**src/design/lkv_pkg.sv**
```systemverilog
`default_nettype none

package lkv_pkg;

  localparam int DATA_W  = 32;
  localparam int ENTRY_W = 5;

  localparam logic [1:0] MODE_SET    = 2'd0;
  localparam logic [1:0] MODE_GET    = 2'd1;
  localparam logic [1:0] MODE_DELETE = 2'd2;
  localparam logic [1:0] MODE_CLEAR  = 2'd3;

  typedef struct packed {
    logic               hit;
    logic [DATA_W-1:0]  read_value;
    logic [ENTRY_W-1:0] entry_count;
    logic               table_full;
  } result_t;

endpackage

`default_nettype wire

```
**src/design/lkv_ram.sv**
```systemverilog
`default_nettype none

module lkv_ram #(
  parameter int DEPTH  = 16,
  parameter int ADDR_W = 4,
  parameter int WORD_W = 32
) (
  input  wire logic              clk,
  input  wire logic              we,
  input  wire logic [ADDR_W-1:0] waddr,
  input  wire logic [WORD_W-1:0] wdata,
  input  wire logic              re,
  input  wire logic [ADDR_W-1:0] raddr,
  output logic      [WORD_W-1:0] rdata
);

  logic [WORD_W-1:0] mem [DEPTH];

  always_ff @(posedge clk) begin
    if (we) begin
      mem[waddr] <= wdata;
    end
    if (re) begin
      rdata <= mem[raddr];
    end
  end

endmodule

`default_nettype wire

```
**src/design/lkv_ctrl.sv**
```systemverilog
`default_nettype none

module lkv_ctrl
  import lkv_pkg::*;
#(
  parameter int ENTRIES = 16,
  parameter int IDX_W   = 4,
  parameter int CNT_W   = 5
) (
  input  wire logic              clk,
  input  wire logic              rst,
  // request side
  input  wire logic              req_valid,
  output logic                   req_busy,
  input  wire logic [1:0]        req_mode,
  input  wire logic [DATA_W-1:0] req_key,
  input  wire logic [DATA_W-1:0] req_wval,
  // result side
  output logic                   res_valid,
  input  wire logic              res_ready,
  output result_t                res,
  // store ports
  output logic                   rd_en,
  output logic      [IDX_W-1:0]  rd_addr,
  input  wire logic [DATA_W-1:0] key_rdata,
  input  wire logic [DATA_W-1:0] val_rdata,
  output logic                   wr_key_en,
  output logic                   wr_val_en,
  output logic      [IDX_W-1:0]  wr_addr,
  output logic      [DATA_W-1:0] wr_key,
  output logic      [DATA_W-1:0] wr_val
);

  localparam int PX_W = CNT_W + 1;

  localparam logic [1:0] S_IDLE  = 2'd0;
  localparam logic [1:0] S_SCAN  = 2'd1;
  localparam logic [1:0] S_SHIFT = 2'd2;
  localparam logic [1:0] S_DONE  = 2'd3;

  logic [1:0]        state, state_next;
  logic [1:0]        mode_r;
  logic [DATA_W-1:0] key_r;
  logic [DATA_W-1:0] wval_r;
  logic [IDX_W-1:0]  ptr, ptr_next;
  logic [CNT_W-1:0]  count, count_next;
  logic              res_hit, res_hit_next;
  logic [DATA_W-1:0] res_rval, res_rval_next;
  logic              res_full, res_full_next;

  logic [1:0]        cur_mode;
  logic [DATA_W-1:0] cur_key;
  logic [DATA_W-1:0] cur_wval;
  logic              accept;
  logic [PX_W-1:0]   ptr_ext;
  logic [PX_W-1:0]   cnt_ext;
  logic              match;
  logic              last;
  logic              do_miss;

  assign accept   = req_valid && (state == S_IDLE);
  assign req_busy = (state != S_IDLE);

  assign cur_mode = (state == S_IDLE) ? req_mode : mode_r;
  assign cur_key  = (state == S_IDLE) ? req_key  : key_r;
  assign cur_wval = (state == S_IDLE) ? req_wval : wval_r;

  assign ptr_ext = PX_W'(ptr);
  assign cnt_ext = PX_W'(count);
  assign match   = (key_rdata == key_r);
  assign last    = !((ptr_ext + PX_W'(1)) < cnt_ext);

  // a miss is settled either straight away on an empty table or at the end of a scan
  assign do_miss = (accept && (req_mode != MODE_CLEAR) && (count == '0)) ||
                   ((state == S_SCAN) && !match && last);

  always_comb begin
    state_next    = state;
    ptr_next      = ptr;
    count_next    = count;
    res_hit_next  = res_hit;
    res_rval_next = res_rval;
    res_full_next = res_full;
    rd_en         = 1'b0;
    rd_addr       = ptr;
    wr_key_en     = 1'b0;
    wr_val_en     = 1'b0;
    wr_addr       = ptr;
    wr_key        = cur_key;
    wr_val        = cur_wval;

    if (do_miss) begin
      res_hit_next  = 1'b0;
      res_rval_next = '0;
      res_full_next = 1'b0;
      state_next    = S_DONE;
      if (cur_mode == MODE_SET) begin
        if (count < CNT_W'(ENTRIES)) begin
          wr_key_en  = 1'b1;
          wr_val_en  = 1'b1;
          wr_addr    = IDX_W'(count);
          count_next = count + CNT_W'(1);
        end else begin
          res_full_next = 1'b1;
        end
      end
    end else begin
      case (state)
        S_IDLE: begin
          if (accept) begin
            res_hit_next  = 1'b0;
            res_rval_next = '0;
            res_full_next = 1'b0;
            if (req_mode == MODE_CLEAR) begin
              count_next = '0;
              state_next = S_DONE;
            end else begin
              rd_en      = 1'b1;
              rd_addr    = '0;
              ptr_next   = '0;
              state_next = S_SCAN;
            end
          end
        end
        S_SCAN: begin
          if (match) begin
            res_hit_next = 1'b1;
            state_next   = S_DONE;
            case (mode_r)
              MODE_SET: begin
                wr_val_en = 1'b1;
                wr_addr   = ptr;
              end
              MODE_GET: begin
                res_rval_next = val_rdata;
              end
              MODE_DELETE: begin
                if (last) begin
                  count_next = count - CNT_W'(1);
                end else begin
                  rd_en      = 1'b1;
                  rd_addr    = IDX_W'(ptr_ext + PX_W'(1));
                  state_next = S_SHIFT;
                end
              end
              default: begin
              end
            endcase
          end else begin
            rd_en    = 1'b1;
            rd_addr  = IDX_W'(ptr_ext + PX_W'(1));
            ptr_next = IDX_W'(ptr_ext + PX_W'(1));
          end
        end
        S_SHIFT: begin
          // slot ptr takes the pair read from ptr+1 last cycle
          wr_key_en = 1'b1;
          wr_val_en = 1'b1;
          wr_addr   = ptr;
          wr_key    = key_rdata;
          wr_val    = val_rdata;
          ptr_next  = IDX_W'(ptr_ext + PX_W'(1));
          if ((ptr_ext + PX_W'(2)) < cnt_ext) begin
            rd_en   = 1'b1;
            rd_addr = IDX_W'(ptr_ext + PX_W'(2));
          end else begin
            count_next = count - CNT_W'(1);
            state_next = S_DONE;
          end
        end
        S_DONE: begin
          if (res_ready) begin
            state_next = S_IDLE;
          end
        end
        default: begin
          state_next = S_IDLE;
        end
      endcase
    end
  end

  always_ff @(posedge clk) begin
    if (rst) begin
      state <= S_IDLE;
      count <= '0;
    end else begin
      state <= state_next;
      count <= count_next;
    end
  end

  always_ff @(posedge clk) begin
    if (accept) begin
      mode_r <= req_mode;
      key_r  <= req_key;
      wval_r <= req_wval;
    end
    ptr      <= ptr_next;
    res_hit  <= res_hit_next;
    res_rval <= res_rval_next;
    res_full <= res_full_next;
  end

  assign res_valid       = (state == S_DONE);
  assign res.hit         = res_hit;
  assign res.read_value  = res_rval;
  assign res.entry_count = ENTRY_W'(count);
  assign res.table_full  = res_full;

endmodule

`default_nettype wire

```
**src/design/linear_key_value_table_core.sv**
```systemverilog
// Linear key-value table: a packed, unsorted list of up to ENTRIES key/value
// pairs held in two single-port-read block memories and searched from slot 0.
// Input channel (in_valid/in_stall): mode (set, get, delete, clear), key and
// write_value. Output channel (out_valid/out_stall): hit, read_value,
// entry_count and table_full, one beat per request.
// One request is in flight at a time; in_stall is high while it is worked on.
// Clear, or any request on an empty table, is settled without a scan; other
// requests scan from slot 0 until a hit or until the last entry misses, and a
// delete hit then moves each later pair down one slot. The scan reads one
// slot per cycle through the memory read port. The controller takes the next
// request in the cycle after it hands its result on. The result sits in an
// output register, so the next request is taken while an earlier result is
// still stalled; a further result waits inside the controller and holds
// in_stall high until the output register frees.
// Reset empties the table (entry count zero) and drops any pending beat; the
// memories need no clearing since only slots below the count are ever read.
`default_nettype none

module linear_key_value_table_core
  import lkv_pkg::*;
#(
  parameter int ENTRIES = 16
) (
  input  wire logic                clk,
  input  wire logic                rst,
  input  wire logic                in_valid,
  output logic                     in_stall,
  input  wire logic [1:0]          mode,
  input  wire logic signed [31:0]  key,
  input  wire logic [31:0]         write_value,
  output logic                     out_valid,
  input  wire logic                out_stall,
  output logic                     hit,
  output logic [31:0]              read_value,
  output logic [4:0]               entry_count,
  output logic                     table_full
);

  localparam int IDX_W = $clog2(ENTRIES);
  localparam int CNT_W = $clog2(ENTRIES + 1);

  logic              res_valid;
  logic              res_ready;
  result_t           res;
  logic              rd_en;
  logic [IDX_W-1:0]  rd_addr;
  logic [DATA_W-1:0] key_rdata;
  logic [DATA_W-1:0] val_rdata;
  logic              wr_key_en;
  logic              wr_val_en;
  logic [IDX_W-1:0]  wr_addr;
  logic [DATA_W-1:0] wr_key;
  logic [DATA_W-1:0] wr_val;

  assign res_ready = !out_valid || !out_stall;

  lkv_ctrl #(
    .ENTRIES (ENTRIES),
    .IDX_W   (IDX_W),
    .CNT_W   (CNT_W)
  ) u_ctrl (
    .clk       (clk),
    .rst       (rst),
    .req_valid (in_valid),
    .req_busy  (in_stall),
    .req_mode  (mode),
    .req_key   ($unsigned(key)),
    .req_wval  (write_value),
    .res_valid (res_valid),
    .res_ready (res_ready),
    .res       (res),
    .rd_en     (rd_en),
    .rd_addr   (rd_addr),
    .key_rdata (key_rdata),
    .val_rdata (val_rdata),
    .wr_key_en (wr_key_en),
    .wr_val_en (wr_val_en),
    .wr_addr   (wr_addr),
    .wr_key    (wr_key),
    .wr_val    (wr_val)
  );

  lkv_ram #(
    .DEPTH  (ENTRIES),
    .ADDR_W (IDX_W),
    .WORD_W (DATA_W)
  ) u_key_ram (
    .clk   (clk),
    .we    (wr_key_en),
    .waddr (wr_addr),
    .wdata (wr_key),
    .re    (rd_en),
    .raddr (rd_addr),
    .rdata (key_rdata)
  );

  lkv_ram #(
    .DEPTH  (ENTRIES),
    .ADDR_W (IDX_W),
    .WORD_W (DATA_W)
  ) u_val_ram (
    .clk   (clk),
    .we    (wr_val_en),
    .waddr (wr_addr),
    .wdata (wr_val),
    .re    (rd_en),
    .raddr (rd_addr),
    .rdata (val_rdata)
  );

  // output beat register
  always_ff @(posedge clk) begin
    if (rst) begin
      out_valid <= 1'b0;
    end else if (res_ready) begin
      out_valid <= res_valid;
    end
  end

  always_ff @(posedge clk) begin
    if (res_valid && res_ready) begin
      hit         <= res.hit;
      read_value  <= res.read_value;
      entry_count <= res.entry_count;
      table_full  <= res.table_full;
    end
  end

`ifndef SYNTH
  a_one_in_flight: assert property (@(posedge clk) disable iff (rst)
    in_valid && !in_stall |=> in_stall)
    else $error("request accepted while another is in flight");

  a_full_no_hit: assert property (@(posedge clk) disable iff (rst)
    out_valid && table_full |-> !hit && (read_value == '0))
    else $error("dropped set reported a hit or a value");

  a_value_needs_hit: assert property (@(posedge clk) disable iff (rst)
    out_valid && (read_value != '0) |-> hit)
    else $error("non-zero read value without a hit");

  a_res_held: assert property (@(posedge clk) disable iff (rst)
    res_valid && !res_ready |=> res_valid && $stable(res))
    else $error("pending result changed while output register busy");
`endif

endmodule

`default_nettype wire
```
**config.mk**
```make
export PLATFORM = sky130hd
export DESIGN_NAME = linear_key_value_table_core
export DESIGN_NICKNAME = d
export VERILOG_FILES = /design/src/design/lkv_pkg.sv /design/src/design/lkv_ram.sv /design/src/design/lkv_ctrl.sv /design/src/design/linear_key_value_table_core.sv
export SDC_FILE = /design/constraint.sdc
export NUM_CORES = 1
export LEC_CHECK = 0
export BUFFER_PORTS_ARGS = -buffer_cell sky130_fd_sc_hd__clkbuf_2
export CORE_ASPECT_RATIO = 2
export CORE_MARGIN = 5
export CORE_UTILIZATION = 50
export CTS_CLUSTER_DIAMETER = 30
export DETAILED_ROUTE_END_ITERATION = 6
export PLACE_DENSITY_LB_ADDON = 0.3
export SYNTH_ARGS = -nofsm -noshare
export SYNTH_HDL_FRONTEND = slang
export SYNTH_SLANG_ARGS = --single-unit
```
**constraint.sdc**
```tcl
create_clock -name clk -period 5.5 [get_ports clk]
set_input_delay 0.275 -clock clk [delete_from_list [all_inputs] [get_ports clk]]
set_output_delay 0.275 -clock clk [all_outputs]
set_load 0.005 [all_outputs]
```
==> results of run 1 <==
## per-stage QoR
| stage | hold WS, ns | cell area (sq um) | setup WS [ns] | util [%] | instances |
|---|---|---|---|---|---|
| floorplan | 0.374 | 48900 | 0.559 | - | 2352 |
| global placement | 0.410 | 51700 | 0.950 | 53.1 | 3714 |
| detailed placement | 0.413 | 51700 | 0.969 | 53.1 | 3714 |
| CTS | 0.205 | 57300 | 0.934 | 58.9 | 4049 |
| global route | 0.226 | 57300 | 0.679 | 58.9 | 4051 |
| finish | 0.256 | 57300 | 0.927 | 58.9 | 4051 |
## worst register-to-register path: stages (launching register included)
cell and delay [ns]:
edfxtp_1 0.43, ha_1 0.25, nand2_1 0.08, xnor2_1 0.10, ha_1 0.34, nand3_1 0.10, o21ai_2 0.26, nand2_1 0.10
or2_1 0.24, and2_1 0.19, nor3_2 0.37, buf_4 0.26, buf_4 0.14, nor3b_1 0.05, a31oi_2 0.90, nor2_4 0.09
buf_4 0.31
## timing repair
action,4_1_cts,5_1_grt
hold buffers,70,0
endpoints found under the hold margin,75,0
setup buffers,0,0
## cells by family (layout without fill, tap and decap cells)
| logic type | after synthesis | count (layout) | synth area share [%] |
|---|---|---|---|
| AO/OA/AOI/OAI | 172 | 172 | 2.22 |
| XOR/XNOR | 34 | 34 | 0.609 |
| adder cells (fa/ha/maj) | 16 | 16 | 0.410 |
| buffers and inverters | 138 | 606 | 2.05 |
| flip-flops | 1239 | 1239 | 75.3 |
| multiplexers | 514 | 514 | 17.2 |
| other | 0 | 1 | 0 |
| AND/OR/NAND/NOR | 239 | 239 | 2.19 |
## sequential cells by signal, summed over array words and instances, names as in the netlist, 4 cells and up
name,count
u_val_ram.mem,512
u_val_ram.rdata,32
u_key_ram.rdata,32
read_value,32
u_ctrl.key_r,32
entry_count,5
u_ctrl.ptr,4
u_ctrl.count,5
u_ctrl.wval_r,32
u_ctrl.res_rval,32
u_key_ram.mem,512
## path summary, 6_finish.rpt
check | from | end | slack (ns) | cells after the start
worst max-delay path | u_ctrl.ptr[1]$_DFFE_PP_ | u_key_ram.mem[10][27]$_DFFE_PP_ | 0.93 | 16
worst min register to register | u_ctrl.res_full$_SDFFCE_PN0P_ | table_full$_DFFE_PP_ | 0.42 | 0
worst max register to register | u_ctrl.ptr[1]$_DFFE_PP_ | u_key_ram.mem[10][27]$_DFFE_PP_ | 0.93 | 16
worst min-delay path | key[17] | u_ctrl.key_r[17]$_DFFE_PP_ | 0.26 | 2
## metal layers
metal	routed length, microns	vias to the layer above	track usage (%)
met5	0	-	0
met4	3060	0	6.72
met3	5170	192	3.68
met2	63700	820	41.2
met1	40800	12500	25.1
li1	-	10400	-
## cell type report
class                           instances  share of cell area, %
Sequential cell                      1239                   64.2
Multi-Input combinational cell        975                   19.9
Clock buffer                          166                   6.60
Timing Repair Buffer                  327                   4.57
Tap cell                             1230                   2.69
Clock inverter                         99                   1.94
Inverter                               14                 0.0939
Antenna cell                            1                0.00437
## power groups by stage
| stage | logic, uW | registers, uW | clock network [uW] |
|---|---|---|---|
| after detailed placement | 16600 | 14000 | 0 |
| after global routing | 17600 | 13900 | 10200 |
| after CTS | 16700 | 13800 | 9750 |
| after floorplan | 11800 | 13900 | 0 |
| after global placement | 16200 | 14000 | 0 |
| final | 16500 | 13800 | 9580 |
## placed cells by master, fill, tap and decap left out, drive strengths merged, types with 41 or more instances in the layout
cell	count
clkinv	48
clkbuf	276
mux4	256
buf	147
dlygate4sd3	70
nor2	81
dfxtp	41
o21ai	81
nand2	94
edfxtp	1198
mux2i	258
==> summary.md, run 1 <==
| Metric | Value |
|---|---|
| Post-synthesis instance area | 48900 sq um |
| Fin crit share | 83.1% |
| Post-Syn Instances | 2352 |
| EDFF count, synth | 1198 |
| Vias in the first global route | 26000 |
| Peak supply drop | 0.802 mV |
| Worst Tran Pin Value | 1.22 ns |
| Number of I/O pins | 111 |
| # setup viols final | 0 |
| GP Congestion | 0.900 |
| RSZ-0062 raised after global routing | false |
| Footprint of the multi-input gates | 11400 sq um |
| Core ar. | 97300 sq um |
| Sequential fraction of the synthesis area | 75.3% |
| Final net count | 2786 |
| Crit-path max cell delay | 0.90 ns |
| Sequence of cells on the critical path | ha_1, nand2_1, xnor2_1, ha_1, nand3_1, o21ai_2, nand2_1, or2_1, and2_1, nor3_2, buf_4, buf_4, nor3b_1, a31oi_2, nor2_4, buf_4 |
| CTS H-tree lvls | 4 |
| Clock sink count | 1239 |
| P_leak | 0.0195 uW |
| Async set-or-reset flop fraction in the synthesized netlist | 0% |
| Slew margin rel. | 18.2% |
| Residual DRC | 0 |
| Routed Wire Length | 113000 microns |
| Die area | 104000 sq um |
| Number of buffer and inverter stages on the critical path | 3 |
| Setup Skew | 0.0232 ns |
| Crit-path most repeated cell | buf_4 |
| Pwr/cell area | 696 nW/um^2 |
| Maximum clock rate | 219 MHz |
| Outcome | completed |
| Synth Flop Type | edfxtp_1 |
| Max clock buf depth | 3 |
| Arrival time at the worst endpoint | 5.00 ns |
| Root buffer cell | clkbuf_16 |
| Net Count, Synth | 2438 |
| Seq pwr share | 34.7% |
| Worst Path Max Fanout | 23 |
| Internal | 26100 uW |
| Critical Path Start Type | flip-flop |
| Worst-skew pair later-pin latency | 0.75 ns |
| Synth Register Bits | 1239 |
| DR pass1 iterations | 7 |
| Detailed placer's ending HPWL | 66400 microns |
| Switch Pwr | 13800 uW |
| Post_cts resized | 0 |
| Share of layout cells above drive strength 1 | 27.8% |
| Most common library cells after synthesis | 1198 x edfxtp_1, 258 x mux2i_1, 239 x mux4_2 |
| Pins Over Slew Limit | 0 |
| YS warnings | 0 |
| Synth-to-Final Area Change | 17.3% |
| Setup TNS | 0 ns |
| Port bufs | 110 |
| Final hold violation count | 0 |
| Area contributors post-synth | edfxtp_1 74%, mux4_2 11%, mux2i_1 5.3% |
| Worst hold path class | primary input to flip-flop |
| Drt via density | 5.90 |
| Die W | 231 microns |
| Total gr overflow | 0 |
| Count of max-cap constraint violations | 0 |
| Worst setup path class | flip-flop to flip-flop |
| Crit path time final | 4.57 ns |
| WP data required | 5.93 ns |
| Switching part of the total | 34.6% |
| Die height | 452 microns |
| Synth area leader | edfxtp_1 |
| Clock-pin slew of the registers on the worst-case setup and hold paths | 0.06 ns |
| FILL cells | 6895 |
| Initial core utilization | 50.2% |
| Total number of vias | 23900 |
| CTS tree | yes |
| Post-synth top area share | 73.6% |
| FP Rows | 162 |
| Synthesized area per cell | 20.8 sq um |
| Top delay family on crit path | simple AND/OR/NAND/NOR gates |
| Worst Setup End Kind | flip-flop |
| Most frequent cell after synthesis | edfxtp_1 |
| Total CTS buffers | 143 |
| Slowest CP cell | a31oi_2 |
| Initial antenna violation count | 1 |
| Largest net degree at the start of global routing | 109 |
| GRT Total Usage | 21.7% |
| Distinct cells, synth | 63 |
| Wire per inst | 27.8 microns |
| PnR Total Power | 39900 uW |
| Register Area | 36800 sq um |
| Clock power frac | 24.0% |
| Antenna viol nets, final | 0 |
| Global-route wire length before repair | 168000 microns |
| Combinational Power Share | 41.3% |
| Initial DRC count | 1904 |
Note: power is estimated with default switching activity, not from simulation.
==> inputs of run 2 (changes only) <==
clock period = 4.6 ns   (was 5.5 ns; I/O delays follow)
==> summary.md, run 2 (synthesized netlist as in run 1, its figures left out) <==
| Metric | Value |
|---|---|
| Outcome | completed |
| Routed Wire Length | 113000 microns (+0.45%) |
| Crit-path max cell delay | 0.95 ns (+0.05 ns) |
| Worst hold slack | 0.200 ns (-0.0563 ns) |
| WP data required | 5.08 ns (-0.85 ns) |
| RSZ-0062 raised after global routing | false |
| Antenna viol nets, final | 0 (unchanged) |
| Final hold violation count | 0 (unchanged) |
| Core Util, Final | 60.0% (+1.1 points) |
| FP Rows | 162 (unchanged) |
| Arrival time at the worst endpoint | 4.92 ns (-0.08 ns) |
| Slowest CP cell | a31oi_2 |
| Critical Path Start Type | flip-flop |
| Worst R2R Start | u_ctrl.ptr[1]$_DFFE_PP_ |
| Worst-skew pair later-pin latency | 0.78 ns (+0.03 ns) |
| CTS tree | yes |
| Footprint of the multi-input gates | 11400 sq um (about the same) |
| Worst Min Path Start | key[10] |
| Worst Tran Pin Value | 1.28 ns (+0.0580 ns) |
| Worst hold path class | primary input to flip-flop |
| Hold depth | 2 (unchanged) |
| Maximum clock rate | 225 MHz (+3.0%) |
| Worst setup path class | flip-flop to flip-flop |
| Setup Skew | 0.0312 ns (+0.00805 ns) |
| Worst Hold End | u_ctrl.key_r[10]$_DFFE_PP_ |
| # setup viols final | 0 (unchanged) |
| Pwr/cell area | 830 nW/um^2 (+19%) |
| Worst Setup End Kind | flip-flop |
| CTS H-tree lvls | 4 (unchanged) |
| Die W | 231 microns (unchanged) |
| Die height | 452 microns (unchanged) |
| Port bufs | 110 (unchanged) |
| PnR Total Power | 48400 uW (+21%) |
| Post-CTS setup buffer count | 0 (unchanged) |
| Share of layout cells above drive strength 1 | 30.3% (+2.4 points) |
| Crit path time final | 4.44 ns (-0.133 ns) |
| Drt via density | 5.90 (about the same) |
| Max clock buf depth | 3 (unchanged) |
| Worst R2R Path Depth | 15 (-1) |
| Sequence of cells on the critical path | buf_4, ha_1, inv_1, nor2_1, ha_1, nand3_1, o21ai_2, nand2_1, or2_1, and2_1, nor3_2, nor3b_1, a31oi_2, nor2_4, buf_12 |
| Initial DRC count | 2065 (+8.5%) |
| Global-route wire length before repair | 169000 microns (+0.59%) |
| Clock-pin slew of the registers on the worst-case setup and hold paths | 0.06 ns (about the same) |
| Residual DRC | 0 (unchanged) |
| Slew margin rel. | 14.3% (-3.9 points) |
| Post-Layout Cell Count | 4134 (+2.0%) |
| Total gr overflow | 0 (unchanged) |
| FILL cells | 6819 (-1.1%) |
| DR pass1 iterations | 5 (-2) |
| Commonest non-fill, non-tap cell in the layout | edfxtp_1 |
| Number of buffer and inverter stages on the critical path | 3 (unchanged) |
| PnR worst setup slack | 0.160 ns (-0.767 ns) |
| Initial antenna violation count | 2 (+1) |
| Wire per inst | 27.4 microns (-1.6%) |
| Reg2reg setup slack | 0.16 ns (-0.77 ns) |
| Number of I/O pins | 111 (unchanged) |
| P_leak | 0.0201 uW (+2.9%) |
| Register Area | 36800 sq um (unchanged) |
| Clock sink count | 1239 (unchanged) |
| Most frequent cells in the layout | 1198 x edfxtp_1, 258 x mux2i_1, 239 x mux4_2 |
| Largest net degree at the start of global routing | 57 (-48%) |
| Dpl cells | 3803 (+2.4%) |
| Total number of vias | 24400 (+2.1%) |
| Worst Path Max Fanout | 24 (+4.3%) |
| Top delay family on crit path | simple AND/OR/NAND/NOR gates |
| Total CTS buffers | 141 (-1.4%) |
| Detailed placer's ending HPWL | 68800 microns (+3.6%) |
| Peak supply drop | 0.741 mV (-7.6%) |
| Pins Over Slew Limit | 0 (unchanged) |
| Vias in the first global route | 26300 (+1.1%) |
| Count of max-cap constraint violations | 0 (unchanged) |
| Initial core utilization | 50.2% (unchanged) |
| CP startpoint | u_ctrl.ptr[1]$_DFFE_PP_ |
| Crit-path most repeated cell | ha_1 |
| FF-to-FF End | u_key_ram.mem[11][18]$_DFFE_PP_ |
| GP Congestion | 0.872 (-3.1%) |
| Final net count | 2871 (+3.1%) |
| Root buffer cell | clkbuf_16 |
| Core ar. | 97300 sq um (unchanged) |
| Pre-CTS setup slack | 0.280 ns (-0.690 ns) |
| Fin crit share | 96.5% (+13 points) |
| Synth-to-Final Area Change | 19.5% |
| Largest regs | u_key_ram.mem x512, u_val_ram.mem x512 |
| Die area | 104000 sq um (unchanged) |
| GRT Total Usage | 21.9% (+0.13 points) |
## run 2: repair_timing
action	4_1_cts	5_1_grt
hold buffers	69	0
endpoints found under the hold margin	76	0
gates resized for setup	0	0
## run 2: worst max-delay path by stage
stage / cells after the start / endpoint
after CTS: 14 / u_key_ram.mem[11][18]$_DFFE_PP_
after floorplan: 16 / u_val_ram.mem[8][0]$_DFFE_PP_
final: 15 / u_key_ram.mem[11][18]$_DFFE_PP_
after global placement: 17 / u_key_ram.mem[6][19]$_DFFE_PP_
after global routing: 15 / u_key_ram.mem[11][18]$_DFFE_PP_
after detailed placement: 14 / u_key_ram.mem[11][20]$_DFFE_PP_
## run 2: layout make-up
class / instances / area share [%]
diodes: 1 / 0.00429
clock buffers: 154 / 6.20
clock inverters: 107 / 2.06
inverters: 14 / 0.0922
multi-input cells: 975 / 19.5
flip-flops and latches: 1239 / 63.0
well taps: 1230 / 2.64
repair buffers: 414 / 6.46
## run 2: power breakdown
group          internal, uW  switching, uW  total (uW)
registers             16000            523       16500
clock network          6660           4770       11400
logic                  9240          11300       20500
## run 2: metal layers
metal | GRT usage, % | vias to the layer above | wire, microns
met5 | 0 | - | 0
met4 | 7.47 | 0 | 3420
met3 | 3.24 | 204 | 5040
met2 | 40.8 | 764 | 63300
met1 | 25.8 | 12900 | 41400
li1 | - | 10600 | -
## run 2: stage by stage
stage	TNS [ns]	area, sq um
after CTS	0	58400
after floorplan	-211.86	48900
final	0	58400
after global routing	0	58400
after global placement	0	52900
after detailed placement	0	52900
